`src/design/mtu_cell.sv`:
```
// ----------------------------------------------------------------------------
// State cell
// Holds one 32-bit word of the twister state; loads its neighbor on shift.
// ----------------------------------------------------------------------------
`default_nettype none

module mtu_cell (
	input  wire logic        clk,
	input  wire logic        shift,
	input  wire logic [31:0] d,
	output logic [31:0]      q
);

	logic [31:0] word_q;

	// Take the neighbor's word whenever the chain advances
	always_ff @(posedge clk) begin
		if (shift) begin
			word_q <= d;
		end
	end

	assign q = word_q;

endmodule

`default_nettype wire

```
`config.mk`:
```
export PLATFORM = sky130hd
export DESIGN_NAME = mtu_cell
export DESIGN_NICKNAME = d
export VERILOG_FILES = /design/src/design/mtu_cell.sv
export SDC_FILE = /design/constraint.sdc
export NUM_CORES = 1
export LEC_CHECK = 0
export BUFFER_PORTS_ARGS = -buffer_cell sky130_fd_sc_hd__buf_2
export CAP_MARGIN = 20
export CELL_PAD_IN_SITES_DETAIL_PLACEMENT = 1
export CELL_PAD_IN_SITES_GLOBAL_PLACEMENT = 1
export CORE_ASPECT_RATIO = 1.5
export CORE_UTILIZATION = 33
export CTS_BUF_LIST = sky130_fd_sc_hd__clkbuf_16
export DETAILED_ROUTE_END_ITERATION = 7
export GPL_ROUTABILITY_DRIVEN = 1
export HOLD_SLACK_MARGIN = 0.05
export PLACE_DENSITY = 0.92
export SYNTH_ARGS = -nofsm -noshare
export SYNTH_HDL_FRONTEND = slang
export SYNTH_SLANG_ARGS = --single-unit
```
`constraint.sdc`:
```
create_clock -name clk -period 0.8 [get_ports clk]
set_input_delay 0.08 -clock clk [delete_from_list [all_inputs] [get_ports clk]]
set_output_delay 0.08 -clock clk [all_outputs]
set_load 0.02 [all_outputs]
```
==> flow_metrics.py <==
metrics = {
    "run_status": {
        "run_status": "complete, but fails checks",
        "violations": "setup timing",
    },
    "route": {
        "drcViolationCount": 0,
        "wirelength_mm": 3.014,
        "vias_per_cell": 4.161,
        "drtIter0Drc": 8,
        "drt-pass1-iter-count": 3,
        "vias": 724,
        "wl_per_cell_um": 17.32,
        "detail-route-antenna-nets": 0,
    },
    "layout": {
        "nets": 171,
        "instances_no_fill": 174,
        "num_antenna_cells": 0,
        "stdcell_area_sq_um": 1944,
        "multiInputGateArea_sq_um": 0,
        "drive_gt1_share_pct": 52.55,
        "largest_reg_flops": 32,
        "multiInputCombCellCount": 0,
        "area_growth_pct": 102.3,
    },
    "critical_path": {
        "cp.depth": 1,
        "worstPathRequired_ns": 0.72,
        "arrival_ns": 0.83,
        "critPathTopFamily": "flip-flops",
        "cp-end-kind": "output port",
        "path_cells": "buf_6",
        "max_stage_delay_ns": 0.41,
        "critPathBufInv": 1,
        "path_max_fanout": 1,
        "cp-endpoint": "q[29]",
        "worst_path_max_delay_cell": "edfxtp_1",
        "critPathLaunch": "q[29]",
        "crit_path_start_kind": "flip-flop",
        "critPathKind": "reg2out",
    },
    "floorplan": {
        "rows": 23,
        "start_util_pct": 35.52,
        "dieArea_sq_um": 3136,
        "die_w_um": 46.06,
        "die_y_um": 68.09,
        "core_sq_um": 2705,
        "num_io_pins": 66,
    },
    "logic_synthesis": {
        "synth.avg_cell_area_sq_um": 30.03,
        "synthesis.instances": 32,
        "ys_ff_latch": 32,
        "synth_top_area_cell": "edfxtp_1",
        "syn_area_sq_um": 960.9,
        "yosysWarnings": 0,
        "synth_top_area_share_pct": 100.0,
        "synth.distinct_cells": 1,
        "synth_nets": 66,
        "yosysSeqAreaShare_pct": 100.0,
        "synthTopCellsByArea": "edfxtp_1",
    },
    "pwr": {
        "total_power_w": 0.004414,
        "vdd.ir_drop.worst_v": 0.002089,
        "p_per_area_nw_per_um2": 2270,
        "p_leak_nw": 0.8294,
    },
    "cts": {
        "tritoncts": "built",
        "cts.htree.levels": 2,
        "clkTransAtPathRegs_ns": 0.05,
        "clk_path_buf_depth": 2,
        "numCtsBuffers": 5,
        "clk_root_buffer_cell": "clkbuf_16",
        "post_cts_buffers": 0,
        "clock-sinks": 32,
    },
    "grt": {
        "grt_start_max_net_pins": 33,
        "grt_pass1_wl_mm": 3.822,
        "track_usage_pct": 19.66,
        "antenna_found_initial": 0,
        "grt_pass1_vias": 773,
        "overflow": 0,
    },
    "place": {
        "place_area_sq_um": 1353,
        "dp_cells": 135,
        "finalWeightedCongestion": 0.6965,
        "port_buffers": 65,
    },
    "timing": {
        "final.period_utilization_pct": 113.9,
        "drv_slew": 0,
        "fin_ws_ns": -0.1115,
        "period_minus_slack_ns": 0.9115,
        "rsz0062_at_grt": "yes",
        "setup-tns-final_ns": -2.443,
        "fmax_ghz": 1.097,
        "tightestPinTransition_ns": 0.1778,
        "hold_viol": 0,
        "slew_headroom_pct": 88.14,
        "setup_viol": 32,
    },
    "run": {
        "drv_cap": 0,
    },
    "hold_path": {
        "min_path_type": "in2reg",
    },
}
==> timing repair <==
action,CTS,global route
endpoints found under the hold margin,32,0
pin swaps,0,0
gates resized for setup,14,30
endpoints found under the setup margin,32,32
hold buffers,32,0
==> layout make-up <==
type / instances / area (sq um)
Fill cell: 253 / 760.7
Tap cell: 37 / 46.29
Clock inverter: 2 / 8.758
Sequential cell: 32 / 960.9
Clock buffer: 5 / 125.1
Timing Repair Buffer: 98 / 803.3
==> routing by layer <==
| layer | global-route usage (%) | wire length [um] | vias to the layer above |
|---|---|---|---|
| met5 | 0 | 0 | - |
| met4 | 9.926 | 68 | 0 |
| met3 | 8.179 | 96 | 6 |
| met2 | 33.45 | 1922 | 29 |
| met1 | 19.93 | 927 | 352 |
| li1 | - | - | 337 |
==> worst min-delay path by stage <==
stage	end	slack (ns)	startpoint	cells after the start
2_1_floorplan	q[0]	0.18	d[0]	0
3_3_place_gp	q[27]	0.26	d[27]	1
3_5_place_dp	q[15]	0.26	d[15]	1
4_1_cts	q[1]	0.26	shift	2
5_1_grt	q[1]	0.29	shift	2
6_report	q[1]	0.27	shift	2
==> placed cells by master (no fill, tap or decap), drive strengths merged <==
master | synthesis | final
buf | 0 | 66
dlygate4sd3 | 0 | 32
edfxtp | 32 | 32
clkbuf | 0 | 5
inv | 0 | 1
clkinv | 0 | 1
==> kinds of logic after synthesis <==
kind of cell	share of synthesized area, %
DFF	100.0
==> Yosys cell counts <==
cell type	number
edfxtp_1	32
==> stage by stage <==
step                      hold WS, ns  util (%)  worst slack (ns)
final                          0.2723     71.88           -0.1115
after global routing           0.2852     71.88           -0.1343
after CTS                      0.2624     68.41           -0.1165
after detailed placement       0.2584     50.00           0.09799
after global placement         0.2567     50.00            0.1102
after floorplan                0.1789         -            0.2705
==> where the power goes <==
group | switching, W | internal (W)
logic | 0.000304 | 0.000351
clock network | 0.000591 | 0.00111
registers | 0.0000563 | 0.00200
total | 0.000951 | 0.00346
No activity file was read; power rests on OpenSTA's default activity.
