<file path="src/design/mtu_pkg.sv">
// ----------------------------------------------------------------------------
// MT19937 generator package
// Types, constants and the output tempering function shared by the design.
// ----------------------------------------------------------------------------
`default_nettype none

package mtu_pkg;

	localparam int STATE_WORDS = 624;
	localparam int TAP_OFFSET  = 397;
	localparam int CNT_W       = $clog2(STATE_WORDS);

	localparam logic [31:0] TWIST_CONST  = 32'h9908_b0df;
	localparam logic [31:0] TEMPER_B     = 32'h9d2c_5680;
	localparam logic [31:0] TEMPER_C     = 32'hefc6_0000;
	localparam logic [31:0] SEED_MULT    = 32'd1812433253;
	localparam logic [31:0] DEFAULT_SEED = 32'd5489;

	// Request function codes
	localparam logic FUNC_SEED = 1'b0;
	localparam logic FUNC_DRAW = 1'b1;

	// Sequencer states
	typedef enum logic [1:0] {
		ST_BOOT,
		ST_SEED,
		ST_RUN
	} state_t;

	// Controls from the sequencer to the cell chain
	typedef struct packed {
		logic shift;
		logic use_twist;
		logic draw;
	} ctl_t;

	// Standard MT19937 output tempering
	function automatic logic [31:0] temper(input logic [31:0] w);
		logic [31:0] y;
		y = w ^ (w >> 11);
		y = y ^ ((y << 7) & TEMPER_B);
		y = y ^ ((y << 15) & TEMPER_C);
		y = y ^ (y >> 18);
		return y;
	endfunction

endpackage

`default_nettype wire

</file>
<file path="src/design/mtu_ctrl.sv">
// ----------------------------------------------------------------------------
// Sequencer
// Runs the seeding recurrence into the chain and steers draws.
// ----------------------------------------------------------------------------
`default_nettype none

module mtu_ctrl (
	input  wire logic          clk,
	input  wire logic          arst_n,
	input  wire logic          req_valid,
	input  wire logic          req_func,
	input  wire logic [31:0]   req_seed,
	input  wire logic          out_free,
	input  wire logic [31:0]   last_word,
	output logic               req_ready,
	output mtu_pkg::ctl_t      ctl,
	output logic [31:0]        seed_word
);

	mtu_pkg::state_t               state_q, state_d;
	logic [mtu_pkg::CNT_W-1:0]     cnt_q, cnt_d;
	logic [31:0]                   mix;
	logic [31:0]                   prod;
	logic                          accept;

	// Next seed word from the one just inserted at the chain tail
	assign mix  = last_word ^ (last_word >> 30);
	assign prod = mtu_pkg::SEED_MULT * mix;

	assign accept = req_valid && req_ready;

	always_ff @(posedge clk or negedge arst_n) begin
		if (!arst_n) begin
			state_q <= mtu_pkg::ST_BOOT;
			cnt_q   <= '0;
		end else begin
			state_q <= state_d;
			cnt_q   <= cnt_d;
		end
	end

	// Next state, chain controls and the word to insert
	always_comb begin
		state_d       = state_q;
		cnt_d         = cnt_q;
		req_ready     = 1'b0;
		ctl.shift     = 1'b0;
		ctl.use_twist = 1'b0;
		ctl.draw      = 1'b0;
		seed_word     = prod + {{(32 - mtu_pkg::CNT_W){1'b0}}, cnt_q};
		unique case (state_q)
			mtu_pkg::ST_BOOT: begin
				ctl.shift = 1'b1;
				seed_word = mtu_pkg::DEFAULT_SEED;
				cnt_d     = mtu_pkg::CNT_W'(1);
				state_d   = mtu_pkg::ST_SEED;
			end
			mtu_pkg::ST_SEED: begin
				ctl.shift = 1'b1;
				cnt_d     = cnt_q + 1'b1;
				if (cnt_q == mtu_pkg::CNT_W'(mtu_pkg::STATE_WORDS - 1)) begin
					state_d = mtu_pkg::ST_RUN;
				end
			end
			mtu_pkg::ST_RUN: begin
				req_ready = out_free;
				seed_word = req_seed;
				if (accept) begin
					ctl.shift = 1'b1;
					if (req_func == mtu_pkg::FUNC_DRAW) begin
						ctl.use_twist = 1'b1;
						ctl.draw      = 1'b1;
					end else begin
						cnt_d   = mtu_pkg::CNT_W'(1);
						state_d = mtu_pkg::ST_SEED;
					end
				end
			end
			default: begin
				state_d = mtu_pkg::ST_BOOT;
			end
		endcase
	end

endmodule

`default_nettype wire

</file>
<file path="config.mk">
export PLATFORM = sky130hd
export DESIGN_NAME = mtu_ctrl
export DESIGN_NICKNAME = d
export VERILOG_FILES = /design/src/design/mtu_pkg.sv /design/src/design/mtu_ctrl.sv
export SDC_FILE = /design/constraint.sdc
export NUM_CORES = 1
export LEC_CHECK = 0
export ABC_AREA = 1
export BUFFER_PORTS_ARGS = -buffer_cell sky130_fd_sc_hd__buf_2
export CAP_MARGIN = 20
export CORE_ASPECT_RATIO = 0.9
export CORE_UTILIZATION = 55
export DETAILED_ROUTE_END_ITERATION = 7
export GPL_ROUTABILITY_DRIVEN = 0
export PLACE_DENSITY_LB_ADDON = 0.25
export SYNTH_ARGS = -nofsm -noshare
export SYNTH_HDL_FRONTEND = slang
export SYNTH_SLANG_ARGS = --single-unit
</file>
<file path="constraint.sdc">
create_clock -name clk -period 7 [get_ports clk]
set_input_delay 0.7 -clock clk [delete_from_list [all_inputs] [get_ports clk]]
set_output_delay 0.7 -clock clk [all_outputs]
set_load 0.05 [all_outputs]
</file>
==> results of run 1 <==
## cell usage after synthesis (2+ instances only)
master	instances	area, um^2
nand3_1	35	175
nor2_1	56	210
a21boi_0	2	15.0
o21ai_2	4	35.0
a31oi_1	3	18.8
o21bai_1	4	30.0
clkbuf_1	3	11.3
a22o_1	5	43.8
nand4_1	3	18.8
ha_1	238	2980
nor3_1	12	60.1
nor2_2	2	12.5
nand2_2	5	31.3
dfrtp_1	12	300
nand3b_1	3	22.5
nand2_1	169	634
fa_1	153	3060
o21ai_1	11	55.1
or2_2	2	12.5
a21o_1	7	52.6
xor2_1	9	78.8
xnor2_1	9	78.8
a21oi_1	52	260
o21a_1	6	45.0
o21ai_0	33	165
inv_2	3	11.3
nor2_4	4	45.0
nor4_1	3	18.8
inv_1	333	1250
## registers in the layout (all words and copies together), names as in the netlist
| register | count |
|---|---|
| cnt_q | 10 |
| state_q | 2 |
## final timing paths
check / from / end / slack [ns]
setup / recovery: last_word[1] / seed_word[21] / -0.09
hold reg to reg: cnt_q[3] / cnt_q[3] / 0.49
min in group clk: cnt_q[3] / cnt_q[3] / 0.49
max in group asynchronous: arst_n / cnt_q[3] / 6.43
hold / removal: arst_n / cnt_q[9] / 0.34
setup reg to reg: state_q[0] / state_q[1] / 4.45
## cells by family after synthesis
logic type      share of synthesized area, %
fa+ha+maj                               61.0
simple gates                            13.2
buf+inv                                 13.1
compound gates                          8.02
xor+xnor                                1.59
flops                                   3.03
## routing by layer
| metal | part of all wire, % | global-route usage [%] |
|---|---|---|
| met5 | 0 | 0 |
| met4 | 2.7 | 5.88 |
| met3 | 5.1 | 2.51 |
| met2 | 50 | 48.9 |
| met1 | 42 | 37.0 |
## stage by stage
step / hold WS (ns) / std cells / worst slack, ns / area [um^2] / setup TNS (ns)
after floorplan: 0.404 / 1200 / -0.122 / 9920 / -0.122
after global placement: 0.475 / 1621 / -0.129 / 11400 / -0.812
after detailed placement: 0.480 / 1621 / -0.232 / 11400 / -1.92
after CTS: 0.344 / 1626 / -0.0305 / 11600 / -0.0948
after global routing: 0.351 / 1634 / -0.210 / 12300 / -1.40
final: 0.338 / 1634 / -0.0906 / 12300 / -0.134
## repair_timing
action / in CTS / in global routing
pin swaps: 3 / 51
setup buffers: 1 / 8
hold endpoints to repair: 0 / 0
gates resized for setup: 37 / 146
endpoints found under the setup margin: 13 / 18
## final cells by class
cell class              instances  share of cell area, %
well taps                     240                   2.44
flip-flops and latches         12                   2.44
multi-input cells             844                   73.1
inverters                     338                   10.3
repair buffers                196                   11.0
clock buffers                   4                  0.720
## worst max-delay path: cells and delay by family
kind	cells	cell delay [ns]
adder cells (fa/ha/maj)	9	3.36
AND/OR/NAND/NOR	6	0.82
buffers and inverters	9	0.79
AO/OA/AOI/OAI	3	0.40
XOR/XNOR	2	0.31
==> flow_summary.ini, run 1 <==
[run_status]
status = finished with violations
violations = negative setup slack

[floorplan]
start_util_pct = 56.2
die_area_mm2 = 0.0185
core_mm2 = 0.0176
io_pins = 105
fp.dieH_um = 129
core.rowCount = 46
die_x_um = 143

[yosys]
avgSynthCellArea_um2 = 8.25
synth.net_count = 1660
synth.distinct_cells = 48
synthCells = 1200
ys_ff_latch = 12
synth_area_mm2 = 0.00990
synth_edf_count = 0
ys_warn_count = 0
synthArstFlopShare_pct = 100
synth_flop_cell = dfrtp_1
yosysSeqAreaShare_pct = 3.03

[final_layout]
mostFrequentLayoutCell = inv_1
layout_common_cells = inv_1 (322), ha_1 (212), nand2_1 (158)
antennaDiodeCount = 0
final_util_pct = 70.0
drive_above_1_share_pct = 24.4
multiInputGateArea_mm2 = 0.00901
regArea_um2 = 300
nFillCells = 1378
syn_to_final_growth_pct = 24.6
nets = 1855

[worst_hold_path]
hp-class = input pin to async pin

[clock_tree]
cts_root_buf = clkbuf_16
cts_tree = built
clk_pin_slew_ns = 0.04
numCtsBuffers = 3
htree_levels = 1
cts_num_sinks = 12
holdBufCountCts = 0
cts_buffer_depth = 2
clk-insertion-delay-late_ns = 0.24

[grt]
grt_pass1_wl_mm = 40.0
grt_max_degree = 27
track_usage_pct = 27.7
antenna_found_initial = 0
grt_pass1_vias = 8376
grt_overflow = 0

[worst_setup_path]
cpMaxStageDelayCell = fa_1
path_class = input pin to primary output
rr_worst_depth = 5
crit_required_ns = 6.30
start_kind = input pin
critical_path.max_stage_delay_ns = 0.53
cp_max_fo = 4
cp-end-kind = primary output
arrival_ns = 6.39

[timing]
finalSetupViolations = 3
fin_skew_ns = 0.00155
fin_ws_ns = -0.0906
drv_slew = 0
rsz0062_at_grt = yes
slew_headroom_pct = 45.8
tightest_slew_ns = 0.812
period_needed_ns = 7.09
hold_violations = 0
timing.final.crit_share_pct = 101
fmax_mhz = 141

[detailed_routing]
drcViolationCount = 0
wirelength_mm = 26.2
antenna_left = 0
dr.pass1.iters = 6
drtIter0Drc = 482
wl_per_cell_um = 16.0
vias = 8641
vias_per_cell = 5.29

[flow_run]
maxCapViolations = 0

[placed_design]
hpwl_mm = 22.2
portBuffers = 104
Power of run 1 is left out: the tool's default activity adds up to more than one toggle a clock period on the data nets, which glitch-free logic cannot reach.
==> run 2: changes to the inputs <==
--- a/config.mk
+++ b/config.mk
@@ -9,10 +9,11 @@
 export BUFFER_PORTS_ARGS = -buffer_cell sky130_fd_sc_hd__buf_2
 export CAP_MARGIN = 20
 export CORE_ASPECT_RATIO = 0.9
-export CORE_UTILIZATION = 55
+export CORE_UTILIZATION = 57
 export DETAILED_ROUTE_END_ITERATION = 7
 export GPL_ROUTABILITY_DRIVEN = 0
 export PLACE_DENSITY_LB_ADDON = 0.25
+export SLEW_MARGIN = 20
 export SYNTH_ARGS = -nofsm -noshare
 export SYNTH_HDL_FRONTEND = slang
 export SYNTH_SLANG_ARGS = --single-unit
==> constraint.sdc (replaced) <==
create_clock -name clk -period 5.7 [get_ports clk]
set_input_delay 0.57 -clock clk [delete_from_list [all_inputs] [get_ports clk]]
set_output_delay 0.57 -clock clk [all_outputs]
set_load 0.05 [all_outputs]
==> flow_summary.ini, run 2 (synthesis results as in run 1) <==
[run_status]
status = finished with violations
violations = negative setup slack

[placed_design]
portBuffers = 104
hpwl_mm = 24.7
dp_cells = 1668
placed_cell_area_mm2 = 0.0122

[worst_setup_path]
path_class = input pin to primary output
critical_path.max_stage_delay_ns = 0.59
cp_max_fo = 4
cp-end-kind = primary output
cpMaxStageDelayCell = fa_1
crit_required_ns = 5.13
arrival_ns = 6.42
start_kind = input pin

[final_layout]
mostFrequentLayoutCell = inv_1
layout_common_cells = inv_1 (283), ha_1 (175), buf_4 (148)
design_area_mm2 = 0.0141
stdcell_count = 1709
reg.largest.list = cnt_q x10, state_q x2
largest_reg_flops = 10
antennaDiodeCount = 0
drive_above_1_share_pct = 38.5
syn_to_final_growth_pct = 42.6
regMostFlops = cnt_q
nets = 1935

[worst_hold_path]
hp-class = input pin to async pin

[grt]
track_usage_pct = 37.0
grt_overflow = 0
antenna_found_initial = 0
grt_pass1_vias = 10214
grt_max_degree = 27
grt_pass1_wl_mm = 51.2

[clock_tree]
cts_num_sinks = 12
numCtsBuffers = 3
cts_tree = built
holdBufCountCts = 0
cts_buffer_depth = 2
clk_pin_slew_ns = 0.05
clk-insertion-delay-late_ns = 0.24
htree_levels = 1
cts_root_buf = clkbuf_16

[detailed_routing]
antenna_left = 0
wl_met2_mm = 17.5
drcViolationCount = 0
dr.pass1.iters = 6
top_layer = met4
vias = 10368
wl_per_cell_um = 22.6
vias_per_cell = 6.07
wirelength_mm = 38.6
wl_met1_mm = 13.8
drtIter0Drc = 1151
wl_met3_mm = 4.28

[timing]
period_needed_ns = 6.99
tightest_slew_ns = 0.796
finalSetupViolations = 23
fin_hold_ws_ns = 0.195
hold_violations = 0
fmax_mhz = 143
fin_skew_ns = 0.00574
rsz0062_at_grt = yes
drv_slew = 0
slew_headroom_pct = 46.6
timing.final.crit_share_pct = 123
fin_ws_ns = -1.29

[floorplan]
fp.dieH_um = 127
core_mm2 = 0.0169
io_pins = 105
die_x_um = 141
die_area_mm2 = 0.0179
core.rowCount = 45
start_util_pct = 58.4

[flow_run]
maxCapViolations = 0
run 2: cell count changes in the layout (fill, tap and decap cells not counted), sizes merged:
cell,delta
buf,+83
clkbuf,-3
run 2: final timing paths:
| check | to | cells past startpoint | start | slack, ns |
|---|---|---|---|---|
| worst min-delay path | cnt_q[9] | 1 | arst_n | 0.20 |
| max in group asynchronous | cnt_q[7] | 1 | arst_n | 5.28 |
| min in group clk | cnt_q[3] | 1 | cnt_q[3] | 0.51 |
| worst max register to register | cnt_q[3] | 11 | state_q[0] | 3.18 |
| worst max-delay path | seed_word[31] | 28 | last_word[31] | -1.29 |
| worst min register to register | cnt_q[3] | 1 | cnt_q[3] | 0.51 |
run 2: per-layer routing:
layer / up-vias / GRT usage (%)
met5: - / 0
met4: 0 / 16.0
met3: 322 / 5.13
met2: 851 / 63.3
met1: 4908 / 47.2
li1: 4287 / -
run 2: cell type report:
class	count	area, um^2
Multi-Input combinational cell	844	9900
Fill cell	798	2830
Timing Repair Buffer	276	2250
Inverter	338	1280
Sequential cell	12	300
Tap cell	235	294
Clock buffer	4	88.8
run 2: critical path, delay by kind of cell:
kind / cells / cell delay, ns
adder cells (fa/ha/maj): 9 / 3.54
AO/OA/AOI/OAI: 5 / 0.78
AND/OR/NAND/NOR: 4 / 0.52
buffers and inverters: 8 / 0.63
XOR/XNOR: 2 / 0.37
run 2: timing repair:
action / in CTS / in global routing
pin swaps: 102 / 55
gates resized for setup: 275 / 87
setup endpoints to repair: 23 / 23
buffers inserted: 27 / 14
run 2: stage by stage:
step	setup WS, ns	TNS (ns)	utilization (%)
5_1_grt	-1.44	-23.04	83.3
4_1_cts	-0.869	-13.06	80.6
3_5_place_dp	-1.13	-20.82	72.2
2_1_floorplan	-0.560	-5.55	-
3_3_place_gp	-1.08	-19.54	72.2
6_report	-1.29	-20.47	83.3
Power of run 2 is left out for the same reason.
==> run 3: changes to the inputs <==
--- a/config.mk
+++ b/config.mk
@@ -10,9 +10,11 @@
 export CAP_MARGIN = 20
 export CORE_ASPECT_RATIO = 0.9
 export CORE_UTILIZATION = 57
+export CTS_CLUSTER_DIAMETER = 150
 export DETAILED_ROUTE_END_ITERATION = 7
 export GPL_ROUTABILITY_DRIVEN = 0
 export PLACE_DENSITY_LB_ADDON = 0.25
+export RECOVER_POWER = 25
 export SLEW_MARGIN = 20
 export SYNTH_ARGS = -nofsm -noshare
 export SYNTH_HDL_FRONTEND = slang
==> flow_summary.ini, run 3 (synthesis results as in run 1) <==
[run_status]
status = finished with violations
violations = negative setup slack

[final_layout]
antennaDiodeCount = 0
regMostFlops = cnt_q
largest_reg_flops = 10
nets = 1935
layout_common_cells = inv_1 (283), ha_1 (175), buf_4 (148)
syn_to_final_growth_pct = 42.6
reg.largest.list = cnt_q x10, state_q x2
nFillCells = 798
drive_above_1_share_pct = 38.4
mostFrequentLayoutCell = inv_1

[timing]
setup-tns-final_ns = -20.39
fmax_mhz = 143
fin_skew_ns = 0.00512
timing.final.crit_share_pct = 122
slew_headroom_pct = 45.8
rsz0062_at_grt = yes
tightest_slew_ns = 0.808
drv_slew = 0
period_needed_ns = 6.98
finalSetupViolations = 23
hold_violations = 0
fin_ws_ns = -1.28

[floorplan]
start_util_pct = 58.4
die_x_um = 141
core_mm2 = 0.0169
fp.dieH_um = 127
io_pins = 105
die_area_mm2 = 0.0179
core.rowCount = 45

[detailed_routing]
drtIter0Drc = 1159
wirelength_mm = 38.6
wl_met3_mm = 4.26
top_layer = met4
vias = 10367
wl_met1_mm = 13.8
drcViolationCount = 0
vias_per_cell = 6.07
wl_per_cell_um = 22.6
dr.pass1.iters = 5
wl_met2_mm = 17.5
antenna_left = 0

[worst_setup_path]
arrival_ns = 6.41
cp_max_fo = 4
crit_required_ns = 5.13
cpMaxStageDelayCell = fa_1
cp-end-kind = primary output
cp_top_family = adder cells
critical_path.max_stage_delay_ns = 0.59
start_kind = input pin
critPathBufInv = 8
path_class = input pin to primary output

[grt]
grt_overflow = 0
grt_max_degree = 27
grt_pass1_vias = 10214
antenna_found_initial = 0
grt_pass1_wl_mm = 51.2
track_usage_pct = 37.0

[worst_hold_path]
hp-class = input pin to async pin

[clock_tree]
cts_tree = built
cts_root_buf = clkbuf_16
numCtsBuffers = 3
clk_pin_slew_ns = 0.05
cts_num_sinks = 12
holdBufCountCts = 0
cts_buffer_depth = 2
htree_levels = 1
clk-insertion-delay-late_ns = 0.24

[flow_run]
maxCapViolations = 0

[placed_design]
portBuffers = 104
hpwl_mm = 24.7
-- run 3: cell count changes in the layout (fill, tap and decap cells not counted), sizes merged --
cell    delta
buf        -1
clkbuf     +1
-- run 3: timing repair --
| action | in CTS | in global routing |
|---|---|---|
| buffers inserted | 27 | 14 |
| setup endpoints to repair | 23 | 23 |
| resized for setup | 275 | 87 |
| pin swaps | 102 | 55 |
-- run 3: final timing paths --
kind,start,endpoint,slack (ns),depth (start not counted)
worst min-delay path,arst_n,cnt_q[9],0.32,1
worst min register to register,cnt_q[3],cnt_q[3],0.51,1
worst max-delay path,last_word[31],seed_word[31],-1.28,28
worst max register to register,state_q[0],cnt_q[3],3.18,11
min in group clk,cnt_q[3],cnt_q[3],0.51,1
max in group asynchronous,arst_n,cnt_q[7],4.96,1
-- run 3: final cells by class --
type	instances	area [um^2]	area share [%]
flip-flops and latches	12	300	2.13
clock buffers	4	88.8	0.629
well taps	235	294	2.08
multi-input cells	844	9900	70.1
repair buffers	276	2250	15.9
inverters	338	1280	9.09
-- run 3: per-layer routing --
layer	track usage, %	up-vias
met5	0	-
met4	16.0	0
met3	5.13	321
met2	63.3	847
met1	47.2	4912
li1	-	4287
-- run 3: stage by stage --
step	cell area [um^2]	instances	hold WS, ns	setup slack (ns)	util, %
2_1_floorplan	10400	1200	0.274	-0.560	-
3_3_place_gp	12200	1668	0.455	-1.08	72.2
3_5_place_dp	12200	1668	0.458	-1.13	72.2
4_1_cts	13700	1697	0.207	-0.869	80.6
5_1_grt	14100	1709	0.380	-1.44	83.3
6_report	14100	1709	0.321	-1.28	83.3
Power of run 3 is left out for the same reason.
